--- src/sv/hslrgb_pkg.sv ---
`default_nettype none
// ---------------------------------------------------------------------------
// hslrgb_pkg
// Shared field widths, fixed-point defaults and sextant codes for the
// HSL to RGB colour converter.
// ---------------------------------------------------------------------------
package hslrgb_pkg;

    localparam int FRAC_BITS_DEF = 12;

    localparam int HUE_W = 12;
    localparam int SAT_W = 13;
    localparam int LIG_W = 14;
    localparam int CH_W  = 8;

    // packed stream widths, padded to whole bytes
    localparam int IN_DATA_W  = 40;
    localparam int OUT_DATA_W = 24;

    localparam logic [CH_W-1:0] CH_MAX = 8'hFF;

    // hue sextant: dominant channel first, then the one on the ramp
    typedef enum logic [2:0] {
        SX_RG = 3'd0,
        SX_GR = 3'd1,
        SX_GB = 3'd2,
        SX_BG = 3'd3,
        SX_BR = 3'd4,
        SX_RB = 3'd5
    } sext_t;

    localparam logic [7:0] SEXT_LAST = 8'd5;

endpackage : hslrgb_pkg
`default_nettype wire

--- src/sv/hslrgb_chroma.sv ---
`default_nettype none
// ---------------------------------------------------------------------------
// hslrgb_chroma
// Three stages: condition the inputs and split the hue, form the chroma
// top from lightness and saturation, then the floor, the span and the grey decision.
// ---------------------------------------------------------------------------
module hslrgb_chroma
    import hslrgb_pkg::*;
#(
    parameter int FRAC_BITS = FRAC_BITS_DEF
)
(
    input  wire logic                    clk,
    input  wire logic                    rst_n,
    input  wire logic                    in_valid,
    output logic                         in_ready,
    input  wire logic [HUE_W-1:0]        hue,
    input  wire logic [SAT_W-1:0]        saturation,
    input  wire logic signed [LIG_W-1:0] lightness,
    output logic                         out_valid,
    input  wire logic                    out_ready,
    output logic [FRAC_BITS+1:0]         top,
    output logic [FRAC_BITS+1:0]         floor_val,
    output logic [FRAC_BITS+1:0]         span,
    output logic [FRAC_BITS:0]           grey,
    output logic [FRAC_BITS-1:0]         frac,
    output logic [2:0]                   sext,
    output logic                         grey_sel
);

    localparam int LW  = FRAC_BITS + 1;
    localparam int VW  = FRAC_BITS + 2;
    localparam int CW  = (LW > LIG_W) ? LW : LIG_W;
    localparam int H6W = HUE_W + 3;
    localparam int SXW = (H6W > FRAC_BITS) ? (H6W - FRAC_BITS) : 1;
    localparam int XW  = FRAC_BITS + SXW;

    localparam logic [CW-1:0] ONE_C  = CW'(1) << FRAC_BITS;
    localparam logic [LW-1:0] ONE_L  = LW'(1) << FRAC_BITS;
    localparam logic [LW-1:0] HALF_L = LW'(1) << (FRAC_BITS - 1);

    logic rdy1, rdy2, rdy3;
    logic v1_reg, v2_reg, v3_reg;

    // stage 1: magnitude, clamp, hue times six
    logic [LIG_W-1:0]     mag;
    logic [CW-1:0]        mag_ext;
    logic [CW-1:0]        sat_ext;
    logic [XW-1:0]        h6;
    logic [LW-1:0]        l1_next, s1_next;
    logic [LW-1:0]        l1_reg, s1_reg;
    logic [SXW-1:0]       sx1_reg;
    logic [FRAC_BITS-1:0] fr1_reg;

    always_comb
    begin
        mag     = lightness[LIG_W-1] ? (LIG_W'(0) - lightness) : lightness;
        mag_ext = CW'(mag);
        sat_ext = CW'(saturation);
        l1_next = (mag_ext > ONE_C) ? ONE_L : LW'(mag_ext);
        s1_next = (sat_ext > ONE_C) ? ONE_L : LW'(sat_ext);
        h6      = (XW'(hue) << 2) + (XW'(hue) << 1);
    end

    assign rdy1 = !v1_reg || rdy2;

    always_ff @(posedge clk or negedge rst_n)
    begin
        if (!rst_n)
            v1_reg <= 1'b0;
        else if (rdy1)
            v1_reg <= in_valid;
    end

    always_ff @(posedge clk)
    begin
        if (rdy1 && in_valid)
        begin
            l1_reg  <= l1_next;
            s1_reg  <= s1_next;
            sx1_reg <= h6[FRAC_BITS +: SXW];
            fr1_reg <= h6[FRAC_BITS-1:0];
        end
    end

    // stage 2: chroma top
    logic [2*LW-1:0]      ls_prod;
    logic [LW-1:0]        ls;
    logic [VW-1:0]        v2_next;
    logic [VW-1:0]        v2_val_reg;
    logic [LW-1:0]        l2_reg;
    logic [SXW-1:0]       sx2_reg;
    logic [FRAC_BITS-1:0] fr2_reg;

    always_comb
    begin
        ls_prod = l1_reg * s1_reg;
        ls      = ls_prod[FRAC_BITS +: LW];
        if (l1_reg <= HALF_L)
            v2_next = VW'(l1_reg) + VW'(ls);
        else
            v2_next = VW'(l1_reg) + VW'(s1_reg) - VW'(ls);
    end

    assign rdy2 = !v2_reg || rdy3;

    always_ff @(posedge clk or negedge rst_n)
    begin
        if (!rst_n)
            v2_reg <= 1'b0;
        else if (rdy2)
            v2_reg <= v1_reg;
    end

    always_ff @(posedge clk)
    begin
        if (rdy2 && v1_reg)
        begin
            v2_val_reg <= v2_next;
            l2_reg     <= l1_reg;
            sx2_reg    <= sx1_reg;
            fr2_reg    <= fr1_reg;
        end
    end

    // stage 3: floor, span and the grey decision
    logic [VW-1:0]        m3_next, d3_next;
    logic [7:0]           sx_wide;
    logic                 g3_next;
    logic [VW-1:0]        v3_val_reg, m3_reg, d3_reg;
    logic [LW-1:0]        l3_reg;
    logic [FRAC_BITS-1:0] fr3_reg;
    logic [2:0]           sx3_reg;
    logic                 g3_reg;

    always_comb
    begin
        m3_next = {l2_reg, 1'b0} - v2_val_reg;
        d3_next = v2_val_reg - m3_next;
        sx_wide = 8'(sx2_reg);
        g3_next = (v2_val_reg == '0) || (sx_wide > SEXT_LAST);
    end

    assign rdy3 = !v3_reg || out_ready;

    always_ff @(posedge clk or negedge rst_n)
    begin
        if (!rst_n)
            v3_reg <= 1'b0;
        else if (rdy3)
            v3_reg <= v2_reg;
    end

    always_ff @(posedge clk)
    begin
        if (rdy3 && v2_reg)
        begin
            v3_val_reg <= v2_val_reg;
            m3_reg     <= m3_next;
            d3_reg     <= d3_next;
            l3_reg     <= l2_reg;
            fr3_reg    <= fr2_reg;
            sx3_reg    <= sx_wide[2:0];
            g3_reg     <= g3_next;
        end
    end

    assign in_ready  = rdy1;
    assign out_valid = v3_reg;
    assign top       = v3_val_reg;
    assign floor_val = m3_reg;
    assign span      = d3_reg;
    assign grey      = l3_reg;
    assign frac      = fr3_reg;
    assign sext      = sx3_reg;
    assign grey_sel  = g3_reg;

endmodule : hslrgb_chroma
`default_nettype wire

--- src/sv/hslrgb_ramp.sv ---
`default_nettype none
// ---------------------------------------------------------------------------
// hslrgb_ramp
// Two stages: scale the span by the hue fraction, then build the rising
// and falling values and route them to the channels by sextant.
// ---------------------------------------------------------------------------
module hslrgb_ramp
    import hslrgb_pkg::*;
#(
    parameter int FRAC_BITS = FRAC_BITS_DEF
)
(
    input  wire logic                 clk,
    input  wire logic                 rst_n,
    input  wire logic                 in_valid,
    output logic                      in_ready,
    input  wire logic [FRAC_BITS+1:0] top,
    input  wire logic [FRAC_BITS+1:0] floor_val,
    input  wire logic [FRAC_BITS+1:0] span,
    input  wire logic [FRAC_BITS:0]   grey,
    input  wire logic [FRAC_BITS-1:0] frac,
    input  wire logic [2:0]           sext,
    input  wire logic                 grey_sel,
    output logic                      out_valid,
    input  wire logic                 out_ready,
    output logic [FRAC_BITS+1:0]      red_lin,
    output logic [FRAC_BITS+1:0]      green_lin,
    output logic [FRAC_BITS+1:0]      blue_lin
);

    localparam int LW = FRAC_BITS + 1;
    localparam int VW = FRAC_BITS + 2;
    localparam int PW = VW + FRAC_BITS;

    logic rdy4, rdy5;
    logic v4_reg, v5_reg;

    // stage 4: ramp step
    logic [PW-1:0] vs_prod;
    logic [VW-1:0] vs4_reg, t4_reg, m4_reg;
    logic [LW-1:0] l4_reg;
    logic [2:0]    sx4_reg;
    logic          g4_reg;

    assign vs_prod = PW'(span) * PW'(frac);
    assign rdy4    = !v4_reg || rdy5;

    always_ff @(posedge clk or negedge rst_n)
    begin
        if (!rst_n)
            v4_reg <= 1'b0;
        else if (rdy4)
            v4_reg <= in_valid;
    end

    always_ff @(posedge clk)
    begin
        if (rdy4 && in_valid)
        begin
            vs4_reg <= vs_prod[FRAC_BITS +: VW];
            t4_reg  <= top;
            m4_reg  <= floor_val;
            l4_reg  <= grey;
            sx4_reg <= sext;
            g4_reg  <= grey_sel;
        end
    end

    // stage 5: channel routing
    logic [VW-1:0] rise, fall, gl;
    logic [VW-1:0] r_next, g_next, b_next;
    logic [VW-1:0] r5_reg, g5_reg, b5_reg;

    always_comb
    begin
        rise   = m4_reg + vs4_reg;
        fall   = t4_reg - vs4_reg;
        gl     = VW'(l4_reg);
        r_next = gl;
        g_next = gl;
        b_next = gl;
        if (!g4_reg)
        begin
            case (sext_t'(sx4_reg))
                SX_RG:
                begin
                    r_next = t4_reg; g_next = rise;   b_next = m4_reg;
                end
                SX_GR:
                begin
                    r_next = fall;   g_next = t4_reg; b_next = m4_reg;
                end
                SX_GB:
                begin
                    r_next = m4_reg; g_next = t4_reg; b_next = rise;
                end
                SX_BG:
                begin
                    r_next = m4_reg; g_next = fall;   b_next = t4_reg;
                end
                SX_BR:
                begin
                    r_next = rise;   g_next = m4_reg; b_next = t4_reg;
                end
                SX_RB:
                begin
                    r_next = t4_reg; g_next = m4_reg; b_next = fall;
                end
                default:
                begin
                    r_next = gl; g_next = gl; b_next = gl;
                end
            endcase
        end
    end

    assign rdy5 = !v5_reg || out_ready;

    always_ff @(posedge clk or negedge rst_n)
    begin
        if (!rst_n)
            v5_reg <= 1'b0;
        else if (rdy5)
            v5_reg <= v4_reg;
    end

    always_ff @(posedge clk)
    begin
        if (rdy5 && v4_reg)
        begin
            r5_reg <= r_next;
            g5_reg <= g_next;
            b5_reg <= b_next;
        end
    end

    assign in_ready  = rdy4;
    assign out_valid = v5_reg;
    assign red_lin   = r5_reg;
    assign green_lin = g5_reg;
    assign blue_lin  = b5_reg;

endmodule : hslrgb_ramp
`default_nettype wire

--- src/sv/hslrgb_scale.sv ---
`default_nettype none
// ---------------------------------------------------------------------------
// hslrgb_scale
// Output stage: scale each unit channel by 255, truncate and clamp to a byte and
// hold the result until the sink takes it.
// ---------------------------------------------------------------------------
module hslrgb_scale
    import hslrgb_pkg::*;
#(
    parameter int FRAC_BITS = FRAC_BITS_DEF
)
(
    input  wire logic                 clk,
    input  wire logic                 rst_n,
    input  wire logic                 in_valid,
    output logic                      in_ready,
    input  wire logic [FRAC_BITS+1:0] red_lin,
    input  wire logic [FRAC_BITS+1:0] green_lin,
    input  wire logic [FRAC_BITS+1:0] blue_lin,
    output logic                      out_valid,
    input  wire logic                 out_ready,
    output logic [CH_W-1:0]           red,
    output logic [CH_W-1:0]           green,
    output logic [CH_W-1:0]           blue
);

    localparam int VW = FRAC_BITS + 2;
    localparam int PW = VW + CH_W;
    localparam int YW = PW - FRAC_BITS;

    function automatic logic [CH_W-1:0] to_byte(input logic [VW-1:0] x);
        logic [PW-1:0] p;
        logic [YW-1:0] y;
        // x*255 as x*256 - x
        p = {x, {CH_W{1'b0}}} - PW'(x);
        y = p[PW-1:FRAC_BITS];
        return (|y[YW-1:CH_W]) ? CH_MAX : y[CH_W-1:0];
    endfunction

    logic            v6_reg;
    logic [CH_W-1:0] r6_reg, g6_reg, b6_reg;

    assign in_ready = !v6_reg || out_ready;

    always_ff @(posedge clk or negedge rst_n)
    begin
        if (!rst_n)
            v6_reg <= 1'b0;
        else if (in_ready)
            v6_reg <= in_valid;
    end

    always_ff @(posedge clk)
    begin
        if (in_ready && in_valid)
        begin
            r6_reg <= to_byte(red_lin);
            g6_reg <= to_byte(green_lin);
            b6_reg <= to_byte(blue_lin);
        end
    end

    assign out_valid = v6_reg;
    assign red       = r6_reg;
    assign green     = g6_reg;
    assign blue      = b6_reg;

endmodule : hslrgb_scale
`default_nettype wire

--- src/sv/hsl_to_rgb_convert.sv ---
`default_nettype none
// ---------------------------------------------------------------------------
// hsl_to_rgb_convert
// Fixed-point HSL to 8-bit RGB colour conversion, one pixel per clock while the sink is ready.
// ---------------------------------------------------------------------------
//  channel   direction  handshake                    payload
//  s_axis    in         s_axis_tvalid/s_axis_tready  hue, saturation, lightness
//  m_axis    out        m_axis_tvalid/m_axis_tready  red, green, blue
//
//  One transaction in and one out per clock while the sink is ready; there is one
//  register stage each for clamp, chroma, floor, ramp, routing and byte scale.
//  Each stage carries its own valid bit and fills whenever it is empty or
//  its successor moves, so bubbles close up under a stalled sink.
//  rst_n clears the valid bits only; the data registers are not reset.
// ---------------------------------------------------------------------------
module hsl_to_rgb_convert
    import hslrgb_pkg::*;
#(
    parameter int FRAC_BITS = FRAC_BITS_DEF
)
(
    input  wire logic                  clk,
    input  wire logic                  rst_n,
    input  wire logic                  s_axis_tvalid,
    output logic                       s_axis_tready,
    // [11:0] hue, [24:12] saturation, [38:25] lightness, [39] zero
    input  wire logic [IN_DATA_W-1:0]  s_axis_tdata,
    output logic                       m_axis_tvalid,
    input  wire logic                  m_axis_tready,
    // [7:0] red, [15:8] green, [23:16] blue
    output logic [OUT_DATA_W-1:0]      m_axis_tdata
);

    logic                 c_valid, c_ready;
    logic [FRAC_BITS+1:0] top, floor_val, span;
    logic [FRAC_BITS:0]   grey;
    logic [FRAC_BITS-1:0] frac;
    logic [2:0]           sext;
    logic                 grey_sel;

    logic                 r_valid, r_ready;
    logic [FRAC_BITS+1:0] red_lin, green_lin, blue_lin;

    logic [CH_W-1:0]      red, green, blue;

    hslrgb_chroma #(.FRAC_BITS(FRAC_BITS)) u_chroma
    (
        .clk        (clk),
        .rst_n      (rst_n),
        .in_valid   (s_axis_tvalid),
        .in_ready   (s_axis_tready),
        .hue        (s_axis_tdata[HUE_W-1:0]),
        .saturation (s_axis_tdata[HUE_W +: SAT_W]),
        .lightness  (s_axis_tdata[HUE_W+SAT_W +: LIG_W]),
        .out_valid  (c_valid),
        .out_ready  (c_ready),
        .top        (top),
        .floor_val  (floor_val),
        .span       (span),
        .grey       (grey),
        .frac       (frac),
        .sext       (sext),
        .grey_sel   (grey_sel)
    );

    hslrgb_ramp #(.FRAC_BITS(FRAC_BITS)) u_ramp
    (
        .clk        (clk),
        .rst_n      (rst_n),
        .in_valid   (c_valid),
        .in_ready   (c_ready),
        .top        (top),
        .floor_val  (floor_val),
        .span       (span),
        .grey       (grey),
        .frac       (frac),
        .sext       (sext),
        .grey_sel   (grey_sel),
        .out_valid  (r_valid),
        .out_ready  (r_ready),
        .red_lin    (red_lin),
        .green_lin  (green_lin),
        .blue_lin   (blue_lin)
    );

    hslrgb_scale #(.FRAC_BITS(FRAC_BITS)) u_scale
    (
        .clk        (clk),
        .rst_n      (rst_n),
        .in_valid   (r_valid),
        .in_ready   (r_ready),
        .red_lin    (red_lin),
        .green_lin  (green_lin),
        .blue_lin   (blue_lin),
        .out_valid  (m_axis_tvalid),
        .out_ready  (m_axis_tready),
        .red        (red),
        .green      (green),
        .blue       (blue)
    );

    assign m_axis_tdata = {blue, green, red};

endmodule : hsl_to_rgb_convert
`default_nettype wire

--- config.mk ---
export PLATFORM = sky130hd
export DESIGN_NAME = hsl_to_rgb_convert
export DESIGN_NICKNAME = d
export VERILOG_FILES = /design/src/sv/hslrgb_pkg.sv /design/src/sv/hslrgb_chroma.sv /design/src/sv/hslrgb_ramp.sv /design/src/sv/hslrgb_scale.sv /design/src/sv/hsl_to_rgb_convert.sv
export SDC_FILE = /design/constraint.sdc
export NUM_CORES = 1
export LEC_CHECK = 0
export ABC_AREA = 1
export BUFFER_PORTS_ARGS = -buffer_cell sky130_fd_sc_hd__buf_2
export CORE_MARGIN = 1.5
export CORE_UTILIZATION = 59
export DETAILED_ROUTE_END_ITERATION = 8
export HOLD_SLACK_MARGIN = 0.06
export PLACE_DENSITY = 0.79
export SLEW_MARGIN = 20
export SYNTH_ARGS = -nofsm -noshare
export SYNTH_HDL_FRONTEND = slang
export SYNTH_SLANG_ARGS = --single-unit
--- constraint.sdc ---
create_clock -name clk -period 6.44 [get_ports clk]
set_clock_uncertainty 0.15 [all_clocks]
set_input_delay 0.644 -clock clk [delete_from_list [all_inputs] [get_ports clk]]
set_output_delay 0.644 -clock clk [all_outputs]
set_load 0.1 [all_outputs]
==> results.ini, run 1 <==
[outcome]
outcome = finished with violations
violations = negative setup slack

[critical_path]
r2r_end = u_chroma.v2_val_reg[8]
cp.arrival_ps = 6960
cp-end-kind = flip-flop
crit_slowest_cell = fa_1
reg2reg_depth = 30
path_max_fanout = 6
r2r_slack_ps = -330
criticalPathCategory = flip-flop to flip-flop
max_stage_delay_ps = 520
setup.worst_path.start_class = flip-flop
rr_startpoint = u_chroma.s1_reg[3]
critPathRequiredTime_ps = 6630

[timing]
maxSlewHeadroom = 0.383
rsz0062_at_grt = true
setup_viol = 11
post-route-period-util = 1.05
worst_slack_ps = -332
max_freq_mhz = 148
setup_tns_ps = -2700
worstMarginPinSlew_ps = 925
finalCriticalPeriod_ps = 6770
slew_violations = 0
hold_viol = 0

[floorplanning]
ioPinCount = 70
die_h_um = 220
dieArea_mm2 = 0.0484
die_w_um = 220
rows = 79
start_util = 0.598
core_mm2 = 0.0465

[logic_synthesis]
synthTopCellsByCount = 869 x nand2_1, 788 x inv_1, 273 x edfxtp_1
synth_most_common_cell = nand2_1
synthArstFlopShare = 0.0215
synth-edff-count = 273
synth-seq-area-share = 0.301
netlist-cell-type-count = 53
yosysTopAreaCell = edfxtp_1
synth-main-ff-cell = edfxtp_1
yosys_warnings = 0
netlist_area_mm2 = 0.0278
ys_top_cells_by_area = edfxtp_1 30%, fa_1 17%, nand2_1 12%
syn-mean-instance-area_um2 = 8.20
synthCells = 3388
synth_top_area_frac = 0.295
synth-seq-cells = 279

[clock_tree]
clkLatencyLatePin_ps = 590
clockBufferDepth = 3
root_buffer = clkbuf_16
cts.sinks = 279
cts_tree = yes
cts_buffers = 31
htree_levels = 1
clk_pin_slew_ps = 60

[worst_hold_path]
hold_start = s_axis_tdata[24]
hold_class = input port to flip-flop
hold_path_depth = 1
hold_end = u_chroma.s1_reg[12]

[route]
first_iter_violations = 1680
vias = 23383
firstDrtPassIters = 5
ant_nets = 0
drc = 0
vias_per_cell = 5.48
post_drt_wl_per_cell_um = 16.5
routed_wl_mm = 70.5

[global_route]
antenna_found_initial = 0
grt_pass1_vias = 22910
grt-ovfl-total = 0
grt_pass1_wl_mm = 110
grt_start_max_net_pins = 69
gr-usage-all-layers = 0.286

[final_layout]
diodes = 0
area_delta_synth_final_pct = 16.5
drive_gt1_frac = 0.151
nets = 4162

[job]
cap_violations = 0

[placement]
place_hpwl_mm = 54.0
io_buffers = 68
place_congestion = 1.00

-- repair_timing --
item / CTS / global route
gates resized for setup: 93 / 135
endpoints found under the hold margin: 6 / 0
hold buffers: 1 / 0
endpoints found under the setup margin: 12 / 13
setup buffers: 34 / 28
pin swaps: 55 / 78
-- critical path, delay by kind of cell (launching register included) --
kind	cells	cell delay [ps]
xor gates and xnor gates	1	160
and+or+nand+nor	6	700
AOI/OAI and AO/OA	4	560
adders and majority gates	9	3630
buffers and inverters	10	830
DFF	1	510
-- how the worst max path moves through the flow --
stage / start / end
after floorplan: u_chroma.s1_reg[4] / u_chroma.v2_val_reg[8]
after global placement: u_chroma.s1_reg[5] / u_chroma.v2_val_reg[12]
after detailed placement: u_chroma.l1_reg[6] / u_chroma.v2_val_reg[12]
after CTS: u_chroma.l1_reg[5] / u_chroma.v2_val_reg[12]
after global routing: u_chroma.s1_reg[3] / u_chroma.v2_val_reg[13]
final: u_chroma.s1_reg[3] / u_chroma.v2_val_reg[8]
-- logic make-up (layout without fill, tap and decap cells) --
kind of cell | count (synthesis) | after routing | share of synthesized area
AO/OA/AOI/OAI | 332 | 332 | 0.0697
flip-flops | 279 | 279 | 0.301
XOR/XNOR | 84 | 84 | 0.0265
other | 2 | 7 | 0.000270
AND/OR/NAND/NOR | 1347 | 1347 | 0.203
adder cells (fa/ha/maj) | 482 | 482 | 0.282
buffers and inverters | 862 | 1128 | 0.118
-- cells in the final DEF (no fill, tap or decap), drive strengths merged, types with 31 or more instances in the layout --
| cell type | synthesis | routed |
|---|---|---|
| a21oi | 152 | 152 |
| inv | 792 | 795 |
| o21ai | 84 | 84 |
| clkbuf | 61 | 31 |
| nand4 | 47 | 47 |
| xor2 | 60 | 60 |
| nor2 | 170 | 170 |
| nand2 | 875 | 875 |
| buf | 9 | 279 |
| ha | 242 | 242 |
| fa | 240 | 240 |
| nand3 | 178 | 178 |
| edfxtp | 273 | 273 |
-- layer usage --
| metal | global-route usage | wire length (um) | up-vias |
|---|---|---|---|
| li1 | - | - | 11148 |
| met1 | 0.349 | 27300 | 11019 |
| met2 | 0.494 | 34500 | 934 |
| met3 | 0.0349 | 4280 | 282 |
| met4 | 0.151 | 4450 | 0 |
| met5 | 0 | 0 | - |
-- final cells by class --
cell class	instances	area, um^2
fill	3492	14100
timing repair buffer	280	2070
clock inverter	25	240
inverter	792	2980
multi-input combinational	2252	17200
tap	607	759
sequential	279	8350
clock buffer	31	776
-- through the flow --
stage	instance area, um^2	setup WS (ps)	std cells	hold WS (ps)	utilization
after floorplan	28100	-22.0	3393	198	-
after global routing	32400	-528	4266	103	0.696
after global placement	30000	-315	4148	251	0.645
after detailed placement	30000	-409	4148	255	0.645
after CTS	31600	-194	4239	94.0	0.680
final	32400	-332	4266	117	0.696
Power of run 1 is not shown: default switching activity piles up to over one toggle a cycle in this logic, so the estimate is an artifact.
==> run 2: changes to the inputs <==
Settings changed: CAP_MARGIN set to 10, CORE_UTILIZATION 59 to 33, PLACE_DENSITY 0.79 to not set.
==> run 2 against run 1 <==
The run still ends with negative setup slack left. Worst hold slack improved by 4.3 ps. Utilization down 30 points. Global-route usage shrank 12 points. Wire length is 0.91% lower. Non-clock buffer count increased by 18. Critical path depth rose by 1. Register-to-register slack better by 50 ps. Die area is 78% higher. Final cell count is 12% higher. Maximum frequency grew 0.76%. Flip-flop and latch count is the same. Sequential share of layout area shrank 0.75 points. Critical endpoint is now u_chroma.v2_val_reg[13].
==> results.ini, run 2 (synthesis results as in run 1) <==
[placement]
place_hpwl_mm = 57.3
place_congestion = 0.954
postPlaceCellArea_mm2 = 0.0309
io_buffers = 68
placedCellCount = 4661

[timing]
finalCriticalPeriod_ps = 6720
maxSlewHeadroom = 0.328
post-route-period-util = 1.04
setup_tns_ps = -1610
max_freq_mhz = 149
worstMarginPinSlew_ps = 1010
slew_violations = 0
setup_viol = 10
worst_slack_ps = -281
hold_viol = 0
rsz0062_at_grt = true

[final_layout]
drive_gt1_frac = 0.160
diodes = 0
final_common_cell = nand2_1
multi_input_area_mm2 = 0.0173
final_util = 0.399
design_area_mm2 = 0.0333
fin_cells = 4760
area_delta_synth_final_pct = 20.0
layout_common_cells = 821 x nand2_1, 751 x inv_1, 273 x edfxtp_1
seqCellArea_mm2 = 0.00835
nets = 4183
fill_cells = 8321

[floorplanning]
core_mm2 = 0.0834
ioPinCount = 70
die_w_um = 293
start_util = 0.333
die_h_um = 293
rows = 106
dieArea_mm2 = 0.0859

[clock_tree]
htree_levels = 2
cts_tree = yes
cts.sinks = 279
clkLatencyLatePin_ps = 570
root_buffer = clkbuf_16
clk_pin_slew_ps = 50
cts_buffers = 34
clockBufferDepth = 3

[route]
vias = 22299
firstDrtPassIters = 6
first_iter_violations = 1227
vias_per_cell = 4.68
ant_nets = 0
drc = 0
routed_wl_mm = 69.8
post_drt_wl_per_cell_um = 14.7

[outcome]
violations = negative setup slack
outcome = finished with violations

[critical_path]
criticalPathCategory = flip-flop to flip-flop
path_max_fanout = 4
max_stage_delay_ps = 610
cp-end-kind = flip-flop
crit_slowest_cell = fa_2
setup.worst_path.start_class = flip-flop
cp_num_buf_inv = 9
critPathRequiredTime_ps = 6610
cp_top_family = adder cells
crit_top_cell = nand2_1
cp.arrival_ps = 6890

[worst_hold_path]
hold_class = input port to flip-flop

[global_route]
grt_pass1_wl_mm = 114
antenna_found_initial = 0
grt-ovfl-total = 0
gr-usage-all-layers = 0.164
grt_pass1_vias = 22216
grt_start_max_net_pins = 69

[job]
cap_violations = 0

run 2: cell types whose count changed in the layout (fill, tap and decap cells not counted), moves of 4 or more:
| cell | before | now |
|---|---|---|
| buf_4 | 185 | 207 |
| nand2_4 | 12 | 18 |
| a21oi_2 | 17 | 12 |
| inv_1 | 761 | 751 |
| clkbuf_1 | 0 | 4 |
| buf_6 | 22 | 16 |
| inv_2 | 28 | 40 |
| clkinv_2 | 8 | 1 |
run 2: per-stage QoR:
step / hold slack, ps / worst slack, ps
after floorplan: 198 / -22.0
after global placement: 250 / -345
after detailed placement: 255 / -384
after CTS: 78.5 / -241
after global routing: 103 / -592
final: 121 / -281
run 2: layout make-up:
type,instances,share of cell area
Timing Repair Buffer,298,0.0660
Clock inverter,21,0.00935
Tap cell,1080,0.0405
Inverter,792,0.0893
Multi-Input combinational cell,2252,0.518
Sequential cell,279,0.250
Clock buffer,38,0.0260
run 2: path summary, 6_finish.rpt:
kind	startpoint	endpoint	slack (ps)	cells past startpoint
worst max-delay path	u_chroma.s1_reg[12]	u_chroma.v2_val_reg[13]	-280	31
worst min-delay path	s_axis_tdata[24]	u_chroma.s1_reg[12]	120	1
worst max register to register	u_chroma.s1_reg[12]	u_chroma.v2_val_reg[13]	-280	31
worst min register to register	u_chroma.top[7]	u_ramp.t4_reg[7]	250	0
max in group asynchronous	rst_n	u_ramp.out_valid	5680	2
min in group asynchronous	rst_n	u_chroma.v2_reg	310	2
run 2: timing repair:
| action | 4_1_cts | 5_1_grt |
|---|---|---|
| endpoints found under the setup margin | 11 | 12 |
| hold endpoints to repair | 6 | 0 |
| resized for setup | 110 | 135 |
| hold buffers | 1 | 0 |
| pin swaps | 63 | 111 |
| setup buffers | 18 | 20 |
run 2: routing by layer:
metal | vias to the layer above | wire, um | GRT usage
met5 | - | 0 | 0
met4 | 0 | 2090 | 0.0455
met3 | 113 | 2670 | 0.0161
met2 | 464 | 34400 | 0.294
met1 | 10542 | 30600 | 0.208
li1 | 11180 | - | -
Power of run 2 is left out for the same reason.
==> run 3: changes to the inputs <==
Settings changed: SYNTH_HIERARCHICAL set to 1.
==> run 3 against run 2 <==
The flow still finishes with violations (negative setup slack). Via count grew 7.1%. Critical path depth shrank 3. Synthesized area grew 4.9%. Critical path type unchanged. Highest routed layer is now met5. Clock-buffer cell count grew 7. Setup slack gained 130 ps. Global-route usage grew 0.68 points. Final cell count grew 7.2%. Utilization shrank 0.22 points. Wire length grew 9.2%. Synthesized cell count grew 8.2%. Sequential share of layout area shrank 0.85 points. Die area grew 4.8%.
==> results.ini, run 3 <==
[route]
vias_per_cell = 4.68
first_iter_violations = 1225
drc = 0
vias = 23892
post_drt_wl_per_cell_um = 14.9
ant_nets = 0
firstDrtPassIters = 5
routed_wl_mm = 76.3

[clock_tree]
htree_levels = 2
cts_tree = yes
clk_pin_slew_ps = 50
root_buffer = clkbuf_16
clockBufferDepth = 3
cts_buffers = 37
cts.sinks = 280
clkLatencyLatePin_ps = 570

[final_layout]
seqCellArea_mm2 = 0.00838
fill_cells = 8821
nets = 4455
layout_common_cells = 983 x nand2_1, 790 x inv_1, 274 x edfxtp_1
fin_cells = 5104
design_area_mm2 = 0.0346
diodes = 0
final_common_cell = nand2_1
multi_input_area_mm2 = 0.0183
drive_gt1_frac = 0.152
area_delta_synth_final_pct = 18.9

[placement]
place_congestion = 0.945
postPlaceCellArea_mm2 = 0.0319
io_buffers = 68
place_hpwl_mm = 61.0
placedCellCount = 4974
place_ws_ps = -558

[timing]
rsz0062_at_grt = true
post-route-period-util = 1.02
slew_violations = 0
hold_viol = 0
maxSlewHeadroom = 0.413
finalCriticalPeriod_ps = 6590
worst_slack_ps = -148
worstMarginPinSlew_ps = 880
max_freq_mhz = 152
setup_viol = 10
fin_hold_ws_ps = 137

[floorplanning]
die_h_um = 300
core_mm2 = 0.0872
start_util = 0.334
die_w_um = 300
dieArea_mm2 = 0.0900
rows = 108
ioPinCount = 70

[logic_synthesis]
syn-mean-instance-area_um2 = 7.94
synthCells = 3667
synthArstFlopShare = 0.0214
synthTopCellsByCount = 1,025 x nand2_1, 816 x inv_1, 274 x edfxtp_1
netlist_area_mm2 = 0.0291
synth-seq-area-share = 0.288
synth-seq-cells = 280
synth_top_area_frac = 0.283
synth-edff-count = 274
synth_most_common_cell = nand2_1
yosysTopAreaCell = edfxtp_1
synth-main-ff-cell = edfxtp_1
netlist-cell-type-count = 56
ys_top_cells_by_area = edfxtp_1 28%, fa_1 18%, nand2_1 13%
yosys_warnings = 6

[critical_path]
crit_top_cell = fa_1
critPathRequiredTime_ps = 6610
cp-end-kind = flip-flop
criticalPathCategory = flip-flop to flip-flop
path_max_fanout = 4
cp_top_family = adder cells
setup.worst_path.start_class = flip-flop
max_stage_delay_ps = 570
cp_num_buf_inv = 4
crit_slowest_cell = fa_1
cp.arrival_ps = 6760

[global_route]
grt_pass1_wl_mm = 124
grt-ovfl-total = 0
gr-usage-all-layers = 0.171
antenna_found_initial = 1
grt_pass1_vias = 24165
grt_start_max_net_pins = 69

[job]
cap_violations = 0

[outcome]
outcome = finished with violations
violations = negative setup slack

[worst_hold_path]
hold_class = input port to flip-flop

-- run 3: changes by cell type in the layout (fill, tap and decap cells not counted), moves of 10 or more --
cell / change
a21oi_1: -14
nor2_1: +47
buf_6: +13
o21ai_0: -29
nand3_1: +56
buf_4: -10
nand2_1: +162
nor2_2: +10
ha_1: -10
fa_1: +13
inv_1: +39
-- run 3: repair_timing --
action,4_1_cts,5_1_grt
hold endpoints to repair,6,0
pin swaps,144,116
buffers inserted,46,18
setup endpoints to repair,12,12
resized for setup,173,94
hold buffers,1,0
-- run 3: cell families after synthesis --
group                    Yosys count  synth area share
AND/OR/NAND/NOR                 1611             0.230
AO/OA/AOI/OAI                    294            0.0606
XOR/XNOR                          87            0.0262
other                              1          0.000129
adder cells (fa/ha/maj)          488             0.276
buffers and inverters            906             0.119
flip-flops                       280             0.288
-- run 3: final timing paths --
| kind | from | end | slack, ps | depth (start not counted) |
|---|---|---|---|---|
| max in group asynchronous | rst_n | u_chroma/v1_reg | 5710 | 2 |
| min | s_axis_tdata[0] | u_chroma/fr1_reg[1] | 140 | 1 |
| min reg2reg | u_chroma/grey[3] | u_ramp/l4_reg[3] | 250 | 0 |
| max reg2reg | u_chroma/s1_reg[12] | u_chroma/v2_val_reg[13] | -150 | 28 |
| max | u_chroma/s1_reg[12] | u_chroma/v2_val_reg[13] | -150 | 28 |
| min in group asynchronous | rst_n | u_scale/out_valid | 280 | 2 |
-- run 3: layer usage --
layer,share of wire,global-route usage,vias up
li1,-,-,11948
met1,0.42,0.208,11235
met2,0.49,0.307,550
met3,0.044,0.0194,157
met4,0.040,0.0659,2
met5,0.00017,0,-
-- run 3: cell type report --
type | instances | share of cell area
clock buffer | 45 | 0.0279
multi-input combinational | 2482 | 0.530
clock inverter | 20 | 0.00564
sequential | 280 | 0.242
tap | 1155 | 0.0417
timing repair buffer | 297 | 0.0634
inverter | 825 | 0.0894
-- run 3: stage by stage --
step           setup TNS (ps)   util
2_1_floorplan               0      -
3_3_place_gp            -4620  0.365
6_report                 -869  0.397
3_5_place_dp            -4980  0.365
4_1_cts                 -54.4  0.392
5_1_grt                 -3430  0.397
Power of run 3 is left out for the same reason.
